`src/hw/rtl/meda_pkg.sv`:
```
// Shared types, codes and constants of the meter energy delta accumulator.
package meda_pkg;

  localparam int KIND_COUNT       = 5;
  localparam int READ_BITS        = 32;
  localparam int OUT_BITS         = 48;
  localparam int DEF_PHASE_COUNT  = 4;
  localparam int DEF_TOTAL_BITS   = 48;
  localparam logic [READ_BITS-1:0] DELTA_LIMIT_RESET = 32'd1000000;

  // Input beat layout (tdata), lowest bit first.
  localparam int IN_DATA_BITS = 216;
  localparam int OFS_PHASE    = 0;
  localparam int OFS_READING  = 2;
  localparam int OFS_DAY      = 162;
  localparam int OFS_WEEK     = 167;
  localparam int OFS_MONTH    = 173;
  localparam int OFS_AUTH     = 177;

  // Result beat layout (tdata): nine 48-bit figures.
  localparam int OUT_DATA_BITS = 9 * OUT_BITS;

  typedef enum logic [1:0] {
    MODE_UPDATE = 2'd0,
    MODE_CLEAR  = 2'd1,
    MODE_INIT   = 2'd2
  } mode_t;

  typedef enum logic {
    CFG_DELTA_LIMIT = 1'b0,
    CFG_CLEAR_KEY   = 1'b1
  } cfg_idx_t;

  // Commands from the item decode to the period tracker.
  typedef struct packed {
    logic       upd;
    logic       clr;
    logic       init;
    logic [4:0] day;
    logic [5:0] week;
    logic [3:0] month;
  } per_ctl_t;

  // Status returned by the period tracker.
  typedef struct packed {
    logic enabled;
    logic rollover;
  } per_sts_t;

endpackage

```
`src/hw/rtl/meda_lane.sv`:
```
// One reading lane: increase over the previous reading, bound check and saturating add.
module meda_lane #(
  parameter int TOTAL_BITS = meda_pkg::DEF_TOTAL_BITS
) (
  input  logic [meda_pkg::READ_BITS-1:0] reading,
  input  logic [meda_pkg::READ_BITS-1:0] prev,
  input  logic [meda_pkg::READ_BITS-1:0] delta_limit,
  input  logic [TOTAL_BITS-1:0]          total,
  output logic [TOTAL_BITS-1:0]          total_nxt
);
  import meda_pkg::*;

  logic [READ_BITS-1:0]  diff;
  logic                  take;
  logic [TOTAL_BITS:0]   sum;

  // Only an increase strictly inside the limit is added; the sum saturates.
  always_comb begin
    diff = reading - prev;
    take = (reading > prev) && (diff < delta_limit);
    sum  = {1'b0, total} + (TOTAL_BITS + 1)'(diff);
    if (!take) begin
      total_nxt = total;
    end else if (sum[TOTAL_BITS]) begin
      total_nxt = '1;
    end else begin
      total_nxt = sum[TOTAL_BITS-1:0];
    end
  end

endmodule

```
`config.mk`:
```
export PLATFORM = sky130hd
export DESIGN_NAME = meda_lane
export DESIGN_NICKNAME = d
export VERILOG_FILES = /design/src/hw/rtl/meda_pkg.sv /design/src/hw/rtl/meda_lane.sv
export SDC_FILE = /design/constraint.sdc
export NUM_CORES = 1
export LEC_CHECK = 0
export BUFFER_PORTS_ARGS = -buffer_cell sky130_fd_sc_hd__buf_2
export CAP_MARGIN = 15
export CELL_PAD_IN_SITES_DETAIL_PLACEMENT = 1
export CELL_PAD_IN_SITES_GLOBAL_PLACEMENT = 2
export CORE_MARGIN = 2
export CORE_UTILIZATION = 27
export DETAILED_ROUTE_END_ITERATION = 10
export PLACE_DENSITY_LB_ADDON = 0.15
export SLEW_MARGIN = 20
export SYNTH_ARGS = -nofsm -noshare
export SYNTH_HDL_FRONTEND = slang
export SYNTH_SLANG_ARGS = --single-unit
```
`constraint.sdc`:
```
create_clock -name vclk -period 10.3
set_input_delay 2.575 -clock vclk [all_inputs]
set_output_delay 2.575 -clock vclk [all_outputs]
set_load 0.1 [all_outputs]
```
==> results of run 1 <==
==> power groups by stage <==
stage | Clock [µW] | Combinational, µW | Sequential, µW
global placement | 0 | 1130 | 0
detailed placement | 0 | 1140 | 0
floorplan | 0 | 746 | 0
global route | 0 | 1310 | 0
finish | 0 | 1220 | 0
CTS | 0 | 1170 | 0
==> worst max-delay path, stage by stage <==
cell and delay (ps):
buf_8 100, inv_4 40, ha_4 190, nor2b_4 120, o31a_1 260, o31ai_1 220
buf_4 190, a21boi_4 80, a2111oi_4 420, nor3b_2 100, nor3_2 210, buf_4 150
o21ai_2 50, xor2_1 160, ha_1 300, nand4_1 140, or4_4 570, a311o_1 360
o41ai_2 300, buf_4 180, a311oi_4 60, and2_4 230, buf_6 120, and3_4 170
a31oi_4 210, buf_12 200
==> cells in the final DEF, fill, tap and decap left out, drive strengths merged, types with 10 or more instances in the layout <==
cell   instances
buf          261
xnor2         39
inv           76
nand3         21
and3          15
a31oi         23
nand2         49
o21a          10
a21o          35
xor2          20
ha           100
a21oi         69
nand4         18
nor2          31
o21ai         31
o22a          32
==> worst paths after layout <==
kind / from / end / slack (ps) / cells past startpoint
worst max-delay path: prev[1] / total_nxt[40] / 1 / 26
worst min-delay path: total[38] / total_nxt[38] / 5530 / 3
==> per-stage QoR <==
stage                     total power (µW)  setup slack [ps]
after floorplan                      745.6            -323.1
after global placement                1129            -255.5
after detailed placement              1142            -394.2
after CTS                             1168             10.93
after global routing                  1307            -226.2
final                                 1223             1.331
==> cell families (layout without fill, tap and decap cells) <==
logic type | after synthesis | count (layout) | share of synthesized area [%]
adder cells (fa/ha/maj) | 102 | 102 | 26.39
AO/OA/AOI/OAI | 253 | 253 | 35.05
multiplexers | 4 | 4 | 0.9204
buffers and inverters | 94 | 342 | 7.696
AND/OR/NAND/NOR | 182 | 182 | 19.38
XOR/XNOR | 59 | 59 | 10.56
==> timing repair <==
action,4_1_cts,5_1_grt
gates resized for setup,18,60
hold buffers,0,0
cloned,0,6
pin swaps,27,45
buffers inserted,13,6
setup endpoints to repair,48,48
==> layer usage <==
layer  vias up  wire length [µm]  part of all wire [%]  GRT usage, %
li1       3085                 -                     -             -
met1      2888              9315                    46         25.45
met2       136             10070                    50         35.49
met3        12               600                   3.0        0.7942
met4         0               265                   1.3         1.914
met5         -                 0                     0             0
==> final cells by class <==
| type | instances | area [µm²] | share of cell area, % |
|---|---|---|---|
| timing repair buffer | 266 | 2397 | 30.26 |
| inverter | 76 | 287.8 | 3.633 |
| multi-input combinational | 600 | 4950 | 62.49 |
| tap | 229 | 286.5 | 3.617 |
==> Yosys cell counts, types with 5 or more instances <==
library cell | count | share of area, %
ha_1 | 100 | 26
inv_1 | 76 | 5.8
a21oi_1 | 69 | 7.1
nand2_1 | 49 | 3.8
xnor2_1 | 39 | 7.0
a21o_1 | 35 | 5.4
o22a_1 | 32 | 5.7
nor2_1 | 31 | 2.4
o21ai_0 | 30 | 3.1
a31oi_1 | 23 | 2.9
nand3_1 | 21 | 2.1
xor2_1 | 20 | 3.6
nand4_1 | 18 | 2.3
and3_1 | 15 | 1.9
clkbuf_1 | 10 | 0.77
o21a_1 | 10 | 1.5
and4_1 | 9 | 1.6
nor2b_1 | 9 | 1.2
o21bai_1 | 8 | 1.2
o211ai_1 | 6 | 0.92
a41oi_1 | 5 | 0.89
and2_1 | 5 | 0.64
nor3_1 | 5 | 0.51
==> impl_metrics.yaml, run 1 <==
worst_setup_path:
  worst_setup_path_end_kind: "output port"
  critical_path_class: "input port to output port"
  cp.arrival_ps: 7720
  required_ps: 7730
  crit_path_max_fanout: 7
  start_kind: "input port"
floorplan:
  dieArea_um2: 19220
  start_util_pct: 27.33
  die_h_um: 138.6
  ios: 192
  core.rowCount: 49
  core-area_um2: 17900
  die_w_um: 138.6
cells_and_area:
  design_area_um2: 7921
  diodes: 0
  regArea_um2: 0
  final_cells: 1171
  seq_cells: 0
  nFillCells: 2235
  final_util_pct: 44.25
  layout.nets: 1190
  area_growth_pct: 61.88
  n_clock_buffer: 0
  drive_above_1_share_pct: 34.71
power:
  p_seq_share_pct: 0
  powerDensity_nw_per_um2: 154.4
  p_clk_share_pct: 0
  swShare_pct: 59.43
  p_comb_share_pct: 100.0
  switching_power_uw: 726.7
  p_int_uw: 496.1
  p_leak_uw: 0.003961
  vdd_ir_drop_max_uv: 104.3
sta:
  fin_tns_setup_ps: 0
  period_minus_slack_ps: 10300
  report.final.slew_viol_count: 0
  setup_viol: 0
  rsz0062_at_grt: "yes"
  fin_hold_ws_ps: 5532
  hold_viol_final: 0
  tightest_slew_ps: 529.3
  slew_headroom_pct: 64.34
  fmax_ghz: 0.09710
  fin_crit_sh_pct: 99.99
place:
  place_area_um2: 7278
  gp_congestion: 0.8324
  dp_cells: 1146
  portBuffers: 192
  dp_hpwl_um: 17390
route:
  drt_iter0_drc: 205
  via_per_inst: 5.227
  vias: 6121
  final_antenna_net_count: 0
  drc_errors: 0
  firstDrtPassIters: 4
  wl_per_cell_um: 17.30
  routed_wl_um: 20250
logic_synthesis:
  seq_area_frac_synth_pct: 0
  synth_fp_nets: 940
  syn_area_per_cell_um2: 7.051
  synth_warnings: 0
  synth.distinct_cells: 59
  synth_area_um2: 4893
  synthCells: 694
run:
  cap_violations: 0
grt:
  grt.overflow.total: 0
  grt_first_pass_wirelength_um: 31310
  grt_max_degree: 23
  grt_pass1_vias: 6237
  grtUsageTotal_pct: 19.12
  antenna_found_initial: 0
run_status:
  status: "complete, no violations"
min_path:
  holdCritPathClass: "input port to output port"
Note: power is estimated with default switching activity, not from simulation.
==> inputs of run 2 (changes only) <==
- PLACE_DENSITY: default -> 0.95
- PLACE_DENSITY_LB_ADDON: 0.15 -> default
==> impl_metrics.yaml, run 2 (synthesis gave the netlist of run 1 again) <==
floorplan:
  die_w_um: 138.6
  core.rowCount: 49
  ios: 192
  start_util_pct: 27.33
  dieArea_um2: 19220
  core-area_um2: 17900
  die_h_um: 138.6
worst_setup_path:
  critical_path_class: "input port to output port"
  cp.arrival_ps: 7500
  crit_path_max_fanout: 5
  start_kind: "input port"
  worst_setup_path_end_kind: "output port"
  required_ps: 7730
cells_and_area:
  drive_above_1_share_pct: 32.11
  n_clock_buffer: 0
  seq_cells: 0
  area_growth_pct: 53.54
  regArea_um2: 0
  final_common_cell: "buf_2"
  nFillCells: 2234
  layout.nets: 1176
  final_cell_mix: "144 x buf_2, 98 x ha_1, 75 x inv_1, 66 x a21oi_1, 55 x buf_4"
  multi_input_area_um2: 4813
sta:
  period_minus_slack_ps: 10080
  slew_headroom_pct: 66.58
  worst_slack_ps: 223.0
  hold_viol_final: 0
  fin_crit_sh_pct: 97.84
  fmax_ghz: 0.09924
  fin_tns_setup_ps: 0
  tightest_slew_ps: 496.0
  setup_viol: 0
  fin_hold_ws_ps: 5534
  report.final.slew_viol_count: 0
place:
  gp_congestion: 0.8635
  pre_cts_slack_ps: -294.8
  portBuffers: 192
  dp_hpwl_um: 17260
route:
  firstDrtPassIters: 4
  wl_per_cell_um: 17.19
  vias: 6122
  final_antenna_net_count: 0
  via_per_inst: 5.287
  routed_wl_um: 19900
  drt_iter0_drc: 148
  drc_errors: 0
grt:
  grt_max_degree: 32
  antenna_found_initial: 3
  grtUsageTotal_pct: 19.26
  grt.overflow.total: 0
  grt_pass1_vias: 6343
  grt_first_pass_wirelength_um: 31490
power:
  vdd_ir_drop_max_uv: 71.94
  switching_power_uw: 710.6
  p_clk_share_pct: 0
  p_comb_share_pct: 100.0
  powerDensity_nw_per_um2: 155.2
  p_seq_share_pct: 0
  swShare_pct: 60.94
  p_leak_uw: 0.003779
  p_int_uw: 455.4
min_path:
  holdCritPathClass: "input port to output port"
cts:
  ctsHoldBuffers: 0
run:
  cap_violations: 0
run_status:
  status: "complete, no violations"
-- run 2: cell count changes in the layout (fill, tap and decap cells not counted), sizes merged --
| cell | change |
|---|---|
| diode | +1 |
| buf | -10 |
| and2 | +1 |
| clkbuf | -5 |
-- run 2: layout make-up --
| type | instances | area share [%] |
|---|---|---|
| Antenna cell | 1 | 0.03331 |
| Inverter | 76 | 3.797 |
| Multi-Input combinational cell | 601 | 64.06 |
| Tap cell | 229 | 3.813 |
| Timing Repair Buffer | 251 | 28.29 |
-- run 2: worst max-delay path: stages --
cell       delay [ps]
buf_2             120
inv_2              70
ha_4              200
nor2b_4           130
o31a_1            300
o31ai_2           250
buf_4             170
a21boi_4           80
a2111oi_4         410
nor3b_2            90
nor3_2            250
buf_4             150
xnor2_1            80
ha_1              320
nand3_1           130
or4_4             510
a311o_1           330
a21o_1            180
o41ai_2            50
buf_4             170
a311oi_4           50
buf_4             190
and2_4            170
and3_4            190
a31oi_4           150
buf_12            190
-- run 2: worst paths after layout --
kind                  slack, ps      start             to  cells after the start
worst max-delay path        220    prev[1]  total_nxt[40]                     26
worst min-delay path       5530  total[38]  total_nxt[38]                      3
-- run 2: what timing repair did --
item / CTS / global route
endpoints found under the setup margin: 48 / 48
buffers inserted: 3 / 7
resized for setup: 15 / 27
pin swaps: 6 / 26
gates cloned: 1 / 0
-- run 2: power groups by stage --
stage | Clock (µW) | Sequential [µW] | Combinational, µW
floorplan | 0 | 0 | 746
global placement | 0 | 0 | 1110
detailed placement | 0 | 0 | 1130
CTS | 0 | 0 | 1150
global route | 0.0000130 | 0 | 1240
finish | 0.0000130 | 0 | 1170
-- run 2: per-layer routing --
layer	share of wire, %	vias to the layer above	wire, µm	track usage [%]
met2	50	128	9994	35.98
li1	-	3063	-	-
met1	45	2895	8895	24.41
met5	0.12	-	24	0
met3	2.6	32	519	1.416
met4	2.3	4	467	3.615
-- run 2: metrics by stage --
stage               utilization [%]  area (µm²)  std cells  total power [µW]
floorplan                         -        5025        694             745.6
global route                  41.97        7513       1158              1240
global placement              40.47        7246       1146              1112
CTS                           40.96        7332       1150              1146
finish                        41.97        7513       1158              1166
detailed placement            40.47        7246       1146              1134
