**src/hw/rtl/meda_pkg.sv**
```systemverilog
// Shared types, codes and constants of the meter energy delta accumulator.
package meda_pkg;

  localparam int KIND_COUNT       = 5;
  localparam int READ_BITS        = 32;
  localparam int OUT_BITS         = 48;
  localparam int DEF_PHASE_COUNT  = 4;
  localparam int DEF_TOTAL_BITS   = 48;
  localparam logic [READ_BITS-1:0] DELTA_LIMIT_RESET = 32'd1000000;

  // Input beat layout (tdata), lowest bit first.
  localparam int IN_DATA_BITS = 216;
  localparam int OFS_PHASE    = 0;
  localparam int OFS_READING  = 2;
  localparam int OFS_DAY      = 162;
  localparam int OFS_WEEK     = 167;
  localparam int OFS_MONTH    = 173;
  localparam int OFS_AUTH     = 177;

  // Result beat layout (tdata): nine 48-bit figures.
  localparam int OUT_DATA_BITS = 9 * OUT_BITS;

  typedef enum logic [1:0] {
    MODE_UPDATE = 2'd0,
    MODE_CLEAR  = 2'd1,
    MODE_INIT   = 2'd2
  } mode_t;

  typedef enum logic {
    CFG_DELTA_LIMIT = 1'b0,
    CFG_CLEAR_KEY   = 1'b1
  } cfg_idx_t;

  // Commands from the item decode to the period tracker.
  typedef struct packed {
    logic       upd;
    logic       clr;
    logic       init;
    logic [4:0] day;
    logic [5:0] week;
    logic [3:0] month;
  } per_ctl_t;

  // Status returned by the period tracker.
  typedef struct packed {
    logic enabled;
    logic rollover;
  } per_sts_t;

endpackage

```
**src/hw/rtl/meda_period.sv**
```systemverilog
// Calendar tracking, period start marks and the today, yesterday, week and month figures.
module meda_period #(
  parameter int TOTAL_BITS = meda_pkg::DEF_TOTAL_BITS
) (
  input  logic                clk,
  input  logic                rst_n,
  input  meda_pkg::per_ctl_t  ctl,
  input  logic [TOTAL_BITS-1:0] ia0_old,
  input  logic [TOTAL_BITS-1:0] ia0_new,
  output meda_pkg::per_sts_t  sts,
  output logic [TOTAL_BITS-1:0] today_nxt,
  output logic [TOTAL_BITS-1:0] yest_nxt,
  output logic [TOTAL_BITS-1:0] week_tot_nxt,
  output logic [TOTAL_BITS-1:0] month_tot_nxt
);
  import meda_pkg::*;

  logic [4:0] day_r, day_nxt;
  logic [5:0] week_r, week_nxt;
  logic [3:0] month_r, month_nxt;
  logic       enabled_r, enabled_nxt;
  logic [TOTAL_BITS-1:0] mark_day_r, mark_day_nxt;
  logic [TOTAL_BITS-1:0] mark_week_r, mark_week_nxt;
  logic [TOTAL_BITS-1:0] mark_month_r, mark_month_nxt;
  logic [TOTAL_BITS-1:0] today_r, yest_r, week_tot_r, month_tot_r;
  logic       day_chg, week_chg, month_chg;

  function automatic logic [TOTAL_BITS-1:0] since(input logic [TOTAL_BITS-1:0] tot,
                                                  input logic [TOTAL_BITS-1:0] mark);
    return (tot > mark) ? tot - mark : '0;
  endfunction

  // A calendar change takes a new start mark from the old phase-0 total.
  always_comb begin
    day_chg   = ctl.upd && (ctl.day != day_r);
    week_chg  = ctl.upd && (ctl.week != week_r);
    month_chg = ctl.upd && (ctl.month != month_r);

    mark_day_nxt   = ctl.clr ? '0 : (day_chg ? ia0_old : mark_day_r);
    mark_week_nxt  = ctl.clr ? '0 : (week_chg ? ia0_old : mark_week_r);
    mark_month_nxt = ctl.clr ? '0 : (month_chg ? ia0_old : mark_month_r);

    if (ctl.clr) begin
      today_nxt     = '0;
      yest_nxt      = '0;
      week_tot_nxt  = '0;
      month_tot_nxt = '0;
    end else if (ctl.upd) begin
      today_nxt     = since(ia0_new, mark_day_nxt);
      yest_nxt      = day_chg ? today_r : yest_r;
      week_tot_nxt  = since(ia0_new, mark_week_nxt);
      month_tot_nxt = since(ia0_new, mark_month_nxt);
    end else begin
      today_nxt     = today_r;
      yest_nxt      = yest_r;
      week_tot_nxt  = week_tot_r;
      month_tot_nxt = month_tot_r;
    end

    day_nxt     = (ctl.init || day_chg) ? ctl.day : day_r;
    week_nxt    = (ctl.init || week_chg) ? ctl.week : week_r;
    month_nxt   = (ctl.init || month_chg) ? ctl.month : month_r;
    enabled_nxt = enabled_r || ctl.init;

    sts.enabled  = enabled_r;
    sts.rollover = day_chg || week_chg || month_chg;
  end

  // Period state registers.
  always_ff @(posedge clk) begin
    if (!rst_n) begin
      day_r        <= '0;
      week_r       <= '0;
      month_r      <= '0;
      enabled_r    <= 1'b0;
      mark_day_r   <= '0;
      mark_week_r  <= '0;
      mark_month_r <= '0;
      today_r      <= '0;
      yest_r       <= '0;
      week_tot_r   <= '0;
      month_tot_r  <= '0;
    end else begin
      day_r        <= day_nxt;
      week_r       <= week_nxt;
      month_r      <= month_nxt;
      enabled_r    <= enabled_nxt;
      mark_day_r   <= mark_day_nxt;
      mark_week_r  <= mark_week_nxt;
      mark_month_r <= mark_month_nxt;
      today_r      <= today_nxt;
      yest_r       <= yest_nxt;
      week_tot_r   <= week_tot_nxt;
      month_tot_r  <= month_tot_nxt;
    end
  end

endmodule

```
**config.mk**
```make
export PLATFORM = sky130hd
export DESIGN_NAME = meda_period
export DESIGN_NICKNAME = d
export VERILOG_FILES = /design/src/hw/rtl/meda_pkg.sv /design/src/hw/rtl/meda_period.sv
export SDC_FILE = /design/constraint.sdc
export NUM_CORES = 1
export LEC_CHECK = 0
export BUFFER_PORTS_ARGS = -buffer_cell sky130_fd_sc_hd__clkbuf_2
export CORE_MARGIN = 3
export CORE_UTILIZATION = 55
export CTS_BUF_LIST = sky130_fd_sc_hd__clkbuf_8
export DETAILED_ROUTE_END_ITERATION = 16
export HOLD_SLACK_MARGIN = 0.05
export PLACE_DENSITY = 0.87
export SYNTH_ARGS = -nofsm -noshare
export SYNTH_HDL_FRONTEND = slang
export SYNTH_SLANG_ARGS = --single-unit
```
**constraint.sdc**
```tcl
create_clock -name clk -period 4 [get_ports clk]
set_input_delay 0.2 -clock clk [delete_from_list [all_inputs] [get_ports clk]]
set_output_delay 0.2 -clock clk [all_outputs]
set_load 0.01 [all_outputs]
```
==> flow_metrics.py, run 1 <==
metrics = {
    "run_status": {
        "status": "stopped before the end",
        "stop_stage": "5_1_grt",
        "stop_error": "[ERROR GRT-0232] Routing congestion too high. Check the congestion heatmap in the GUI.",
    },
    "die": {
        "die_x_um": 209,
        "initial_core_util_pct": 56.3,
        "rows": 73,
        "die_h_um": 209,
        "ios": 310,
    },
    "yosys": {
        "synth_top_area_share_pct": 31.1,
        "synth_top_cells_by_area": "dfxtp_1, ha_1, nand2_1, a21o_1, nor2_1",
        "synth-seq-area-share_pct": 31.1,
        "synth_warnings": 0,
        "synthArstFlopShare_pct": 0,
        "syn-num-nets": 3170,
        "synth.avg_cell_area_sq_um": 7.85,
        "ys_seq_elements": 352,
        "synth_cell_types": 86,
        "yosysTopAreaCell": "dfxtp_1",
        "syn_inst": 2891,
        "syn_area_sq_um": 22700,
        "synth_flop_cell": "dfxtp_1",
        "synth_edf_count": 0,
    },
    "grt": {
        "antenna_found_initial": 14,
        "grt_overflow": 11,
        "grt_start_max_net_pins": 68,
        "track_usage_pct": 72.6,
    },
    "clock_tree": {
        "clock_sinks": 352,
        "clock_path_buffers": 3,
        "numCtsBuffers": 59,
        "clockRootBuffer": "clkbuf_8",
        "htreeDepth": 2,
    },
    "sta": {
        "worstEndpointType": "output port",
        "crit_endpoint": "month_tot_nxt[40]",
    },
    "placement": {
        "globalplace.congestion": 1.01,
        "place_hpwl_um": 66600,
        "port-buffer-count": 309,
    },
}
cells in the mapped netlist (52+ instances only):
library cell,n
or2_2,54
xnor2_1,72
and2_1,98
a22o_1,105
a22oi_1,61
clkbuf_1,141
dfxtp_1,352
o21ai_0,77
a21oi_1,216
a21o_1,166
mux2i_1,52
nand2_1,450
xor2_1,71
ha_1,160
nor2_1,332
logic make-up after synthesis:
kind of cell               after synthesis  share of synthesized area, %
AOI/OAI and AO/OA                      816                          25.1
xor gates and xnor gates               143                          5.52
muxes                                   52                          2.29
buffers and inverters                  221                          4.03
and+or+nand+nor                       1144                          22.9
DFF                                    352                          31.1
adders and majority gates              163                          9.09
metal layers:
layer / GRT overflow / global-route usage, %
met5: 0 / 25.4
met4: 5 / 73.9
met3: 0 / 51.9
met2: 6 / 91.5
met1: 0 / 73.2
through the flow:
step                cells  setup TNS, ns  instance area [sq um]  worst slack, ns
CTS                  4451        -156.45                  34700            -1.20
detailed placement   4131        -137.78                  28900           -0.883
global placement     4131        -112.90                  28900           -0.886
floorplan            2891        -0.0775                  22900          -0.0275
repair_timing:
item,CTS
resized for setup,454
buffers inserted,119
cloned,13
endpoints found under the setup margin,288
endpoints found under the hold margin,133
pin swaps,193
hold buffers,87
==> inputs of run 2 (changes only) <==
Settings changed: CORE_UTILIZATION 55 to 40, CTS_BUF_LIST sky130_fd_sc_hd__clkbuf_8 to not set, HOLD_SLACK_MARGIN 0.05 to not set, PLACE_DENSITY 0.87 to not set, PLACE_DENSITY_LB_ADDON set to 0.15.
Clock period 4 ns to 5.2 ns, I/O delays scaled along.
==> run 2 against run 1 <==
  * The flow now finishes, with violations (negative setup slack)
  * Synthesized cell count is the same
  * Synthesized area did not move
==> flow_metrics.py, run 2 <==
metrics = {
    "placement": {
        "place_worst_setup_slack_ns": -0.121,
        "port-buffer-count": 309,
        "globalplace.congestion": 0.937,
        "dpl.cell_count": 3885,
        "place_hpwl_um": 63500,
    },
    "hold_path": {
        "hp-class": "primary input to flop",
    },
    "sta": {
        "slew_viol_final": 0,
        "hold_violations": 0,
        "worst_slew_pin_slew_ns": 1.04,
        "fmax_ghz": 0.190,
        "rsz0062_at_grt": "true",
        "slew_headroom_pct": 30.7,
        "fin_skew_ns": 0.0224,
        "timing.final.ws_setup_ns": -0.0564,
        "period_minus_slack_ns": 5.26,
        "fin_crit_sh_pct": 101,
        "holdWs_ns": 0.0993,
        "setup_viol": 1,
    },
    "yosys": {
        "yosysTopAreaCell": "dfxtp_1",
        "synth_compound_area_share_pct": 25.1,
        "synth_top_family_by_area": "compound AO/OA/AOI/OAI gates",
        "synth_fa_ha_area_share_pct": 9.09,
        "synth_edf_count": 0,
        "syn_area_sq_um": 22700,
        "synth_cell_types": 86,
        "synthTopCellsByCount": "nand2_1, dfxtp_1, nor2_1",
        "synth_top_area_share_pct": 31.1,
        "synth_top_cells_by_area": "dfxtp_1, ha_1, nand2_1, a21o_1, nor2_1",
        "synthArstFlopShare_pct": 0,
        "yosysMostFrequentCell": "nand2_1",
        "synth.avg_cell_area_sq_um": 7.85,
        "synth_mux_area_share_pct": 2.29,
        "synth-xor-area-share_pct": 5.52,
        "syn-num-nets": 3170,
        "ys_seq_elements": 352,
        "synth_warnings": 0,
        "synth_simple_gate_area_share_pct": 22.9,
        "synth_flop_cell": "dfxtp_1",
        "syn_inst": 2891,
        "synth-seq-area-share_pct": 31.1,
    },
    "clock_tree": {
        "clockRootBuffer": "clkbuf_16",
        "cts_tree": "built",
        "htreeDepth": 2,
        "clock_path_buffers": 3,
        "numCtsBuffers": 44,
        "clock_sinks": 352,
        "clk-insertion-delay-late_ns": 0.58,
        "clkTransAtPathRegs_ns": 0.06,
    },
    "finish": {
        "layout-drive-gt1-share_pct": 26.4,
        "post-route-util_pct": 52.9,
        "stdcell_count": 4055,
        "final_common_cell": "nand2_1",
        "final_nets": 3550,
        "final_cell_mix": "nand2_1, dfxtp_1, nor2_1",
        "syn2layout_area_growth_pct": 29.7,
    },
    "drt": {
        "postRouteAntennaNets": 0,
        "routed_wirelength_um": 87700,
        "drc": 0,
        "drtIter0Drc": 1698,
        "dr.pass1.iters": 5,
        "viasPerCell": 5.63,
        "num_vias": 22800,
        "detail_route.wl_per_cell_um": 21.6,
    },
    "die": {
        "dieArea_sq_um": 59600,
        "die_x_um": 244,
        "rows": 86,
        "ios": 310,
        "initial_core_util_pct": 40.8,
        "core_area_sq_um": 55600,
        "die_h_um": 244,
    },
    "pwr": {
        "p_leak_uw": 0.0124,
        "p_clk_share_pct": 37.9,
        "power_frac_comb_pct": 29.7,
        "vdd_ir_drop_max_mv": 0.213,
        "p_sw_uw": 2840,
        "p_sw_share_pct": 32.5,
        "internal_power_uw": 5900,
        "p_seq_share_pct": 32.4,
        "powerDensity_nw_per_um2": 297,
    },
    "grt": {
        "grt_pass1_wl_um": 127000,
        "grt_overflow": 0,
        "grt_pass1_vias": 21700,
        "track_usage_pct": 27.2,
        "antenna_found_initial": 6,
        "grt_start_max_net_pins": 140,
    },
    "run_status": {
        "status": "finished with violations",
        "violations": "negative setup slack",
    },
    "worst_setup_path": {
        "worstPathRequired_ns": 4.94,
        "crit_arrival_ns": 5.00,
        "crit_path_end_kind": "output port",
        "worstPathMaxFanout": 5,
        "cp-start-kind": "primary input",
        "worstSetupPathType": "primary input to output port",
    },
    "flow_run": {
        "drv_cap": 0,
    },
}
[run 2: cell counts after synthesis]
No cell type changed its count.
[run 2: final timing paths]
check / startpoint / endpoint / slack, ns / cells after the start
max: ctl[6] / week_tot_nxt[46] / -0.06 / 21
min: ia0_old[18] / mark_month_r[18] / 0.1 / 4
max reg2reg: week_r[2] / week_tot_r[42] / 0.55 / 21
min reg2reg: month_r[0] / month_r[0] / 0.46 / 2
[run 2: timing repair]
action / in CTS / in global routing
setup buffers: 21 / 41
hold buffers: 16 / 0
pin swaps: 28 / 89
endpoints found under the setup margin: 129 / 141
cloned: 5 / 9
resized for setup: 79 / 263
hold endpoints to repair: 16 / 0
[run 2: cell families after synthesis]
kind of cell	count (synthesis)
AOI/OAI and AO/OA	816
xor gates and xnor gates	143
adders and majority gates	163
buffers and inverters	221
DFF	352
muxes	52
and+or+nand+nor	1144
[run 2: metrics by stage]
stage / power [uW] / cell area (sq um) / setup TNS [ns]
floorplan: 4330 / 22700 / 0
global placement: 5100 / 25400 / -0.590
detailed placement: 5100 / 25400 / -0.243
CTS: 8530 / 27800 / -0.0459
global route: 9120 / 29400 / -2.49
finish: 8750 / 29400 / -0.0564
[run 2: cell type report]
cell class	instances	area, sq um
inverter	38	146
multi-input combinational	2321	16200
antenna	5	12.5
tap	748	936
sequential	352	7050
clock inverter	14	249
fill	5406	26200
timing repair buffer	514	3560
clock buffer	63	1320
[run 2: power by group through the flow]
stage / combinational [uW] / clock [uW] / sequential [uW]
detailed placement: 2210 / 0 / 2890
finish: 2600 / 3310 / 2840
global placement: 2210 / 0 / 2890
global route: 2800 / 3480 / 2840
floorplan: 1450 / 0 / 2880
CTS: 2330 / 3370 / 2830
[run 2: layer usage]
metal,vias to the layer above,share of wire (%),GRT usage (%)
li1,11000,-,-
met2,803,44,41.5
met4,0,3.8,10.3
met3,170,6.6,4.16
met5,-,0,0
met1,10900,46,38.6
[run 2: critical path, cell delays in order]
cell           delay (ns)
dlygate4sd3_1        0.61
xnor2_2              0.17
nand4_1              0.17
o31ai_4              0.30
buf_6                0.17
buf_12               0.12
clkbuf_16            0.17
mux2i_1              0.08
or2_2                0.33
ha_4                 0.29
and2_2               0.17
nand4_1              0.12
o21bai_4             0.22
a21oi_4              0.17
o21ai_4              0.09
a211oi_4             0.33
o2111ai_4            0.21
a2111oi_4            0.47
o21ai_2              0.11
a32o_2               0.29
buf_6                0.12
No activity file was read; power rests on OpenSTA's default activity.
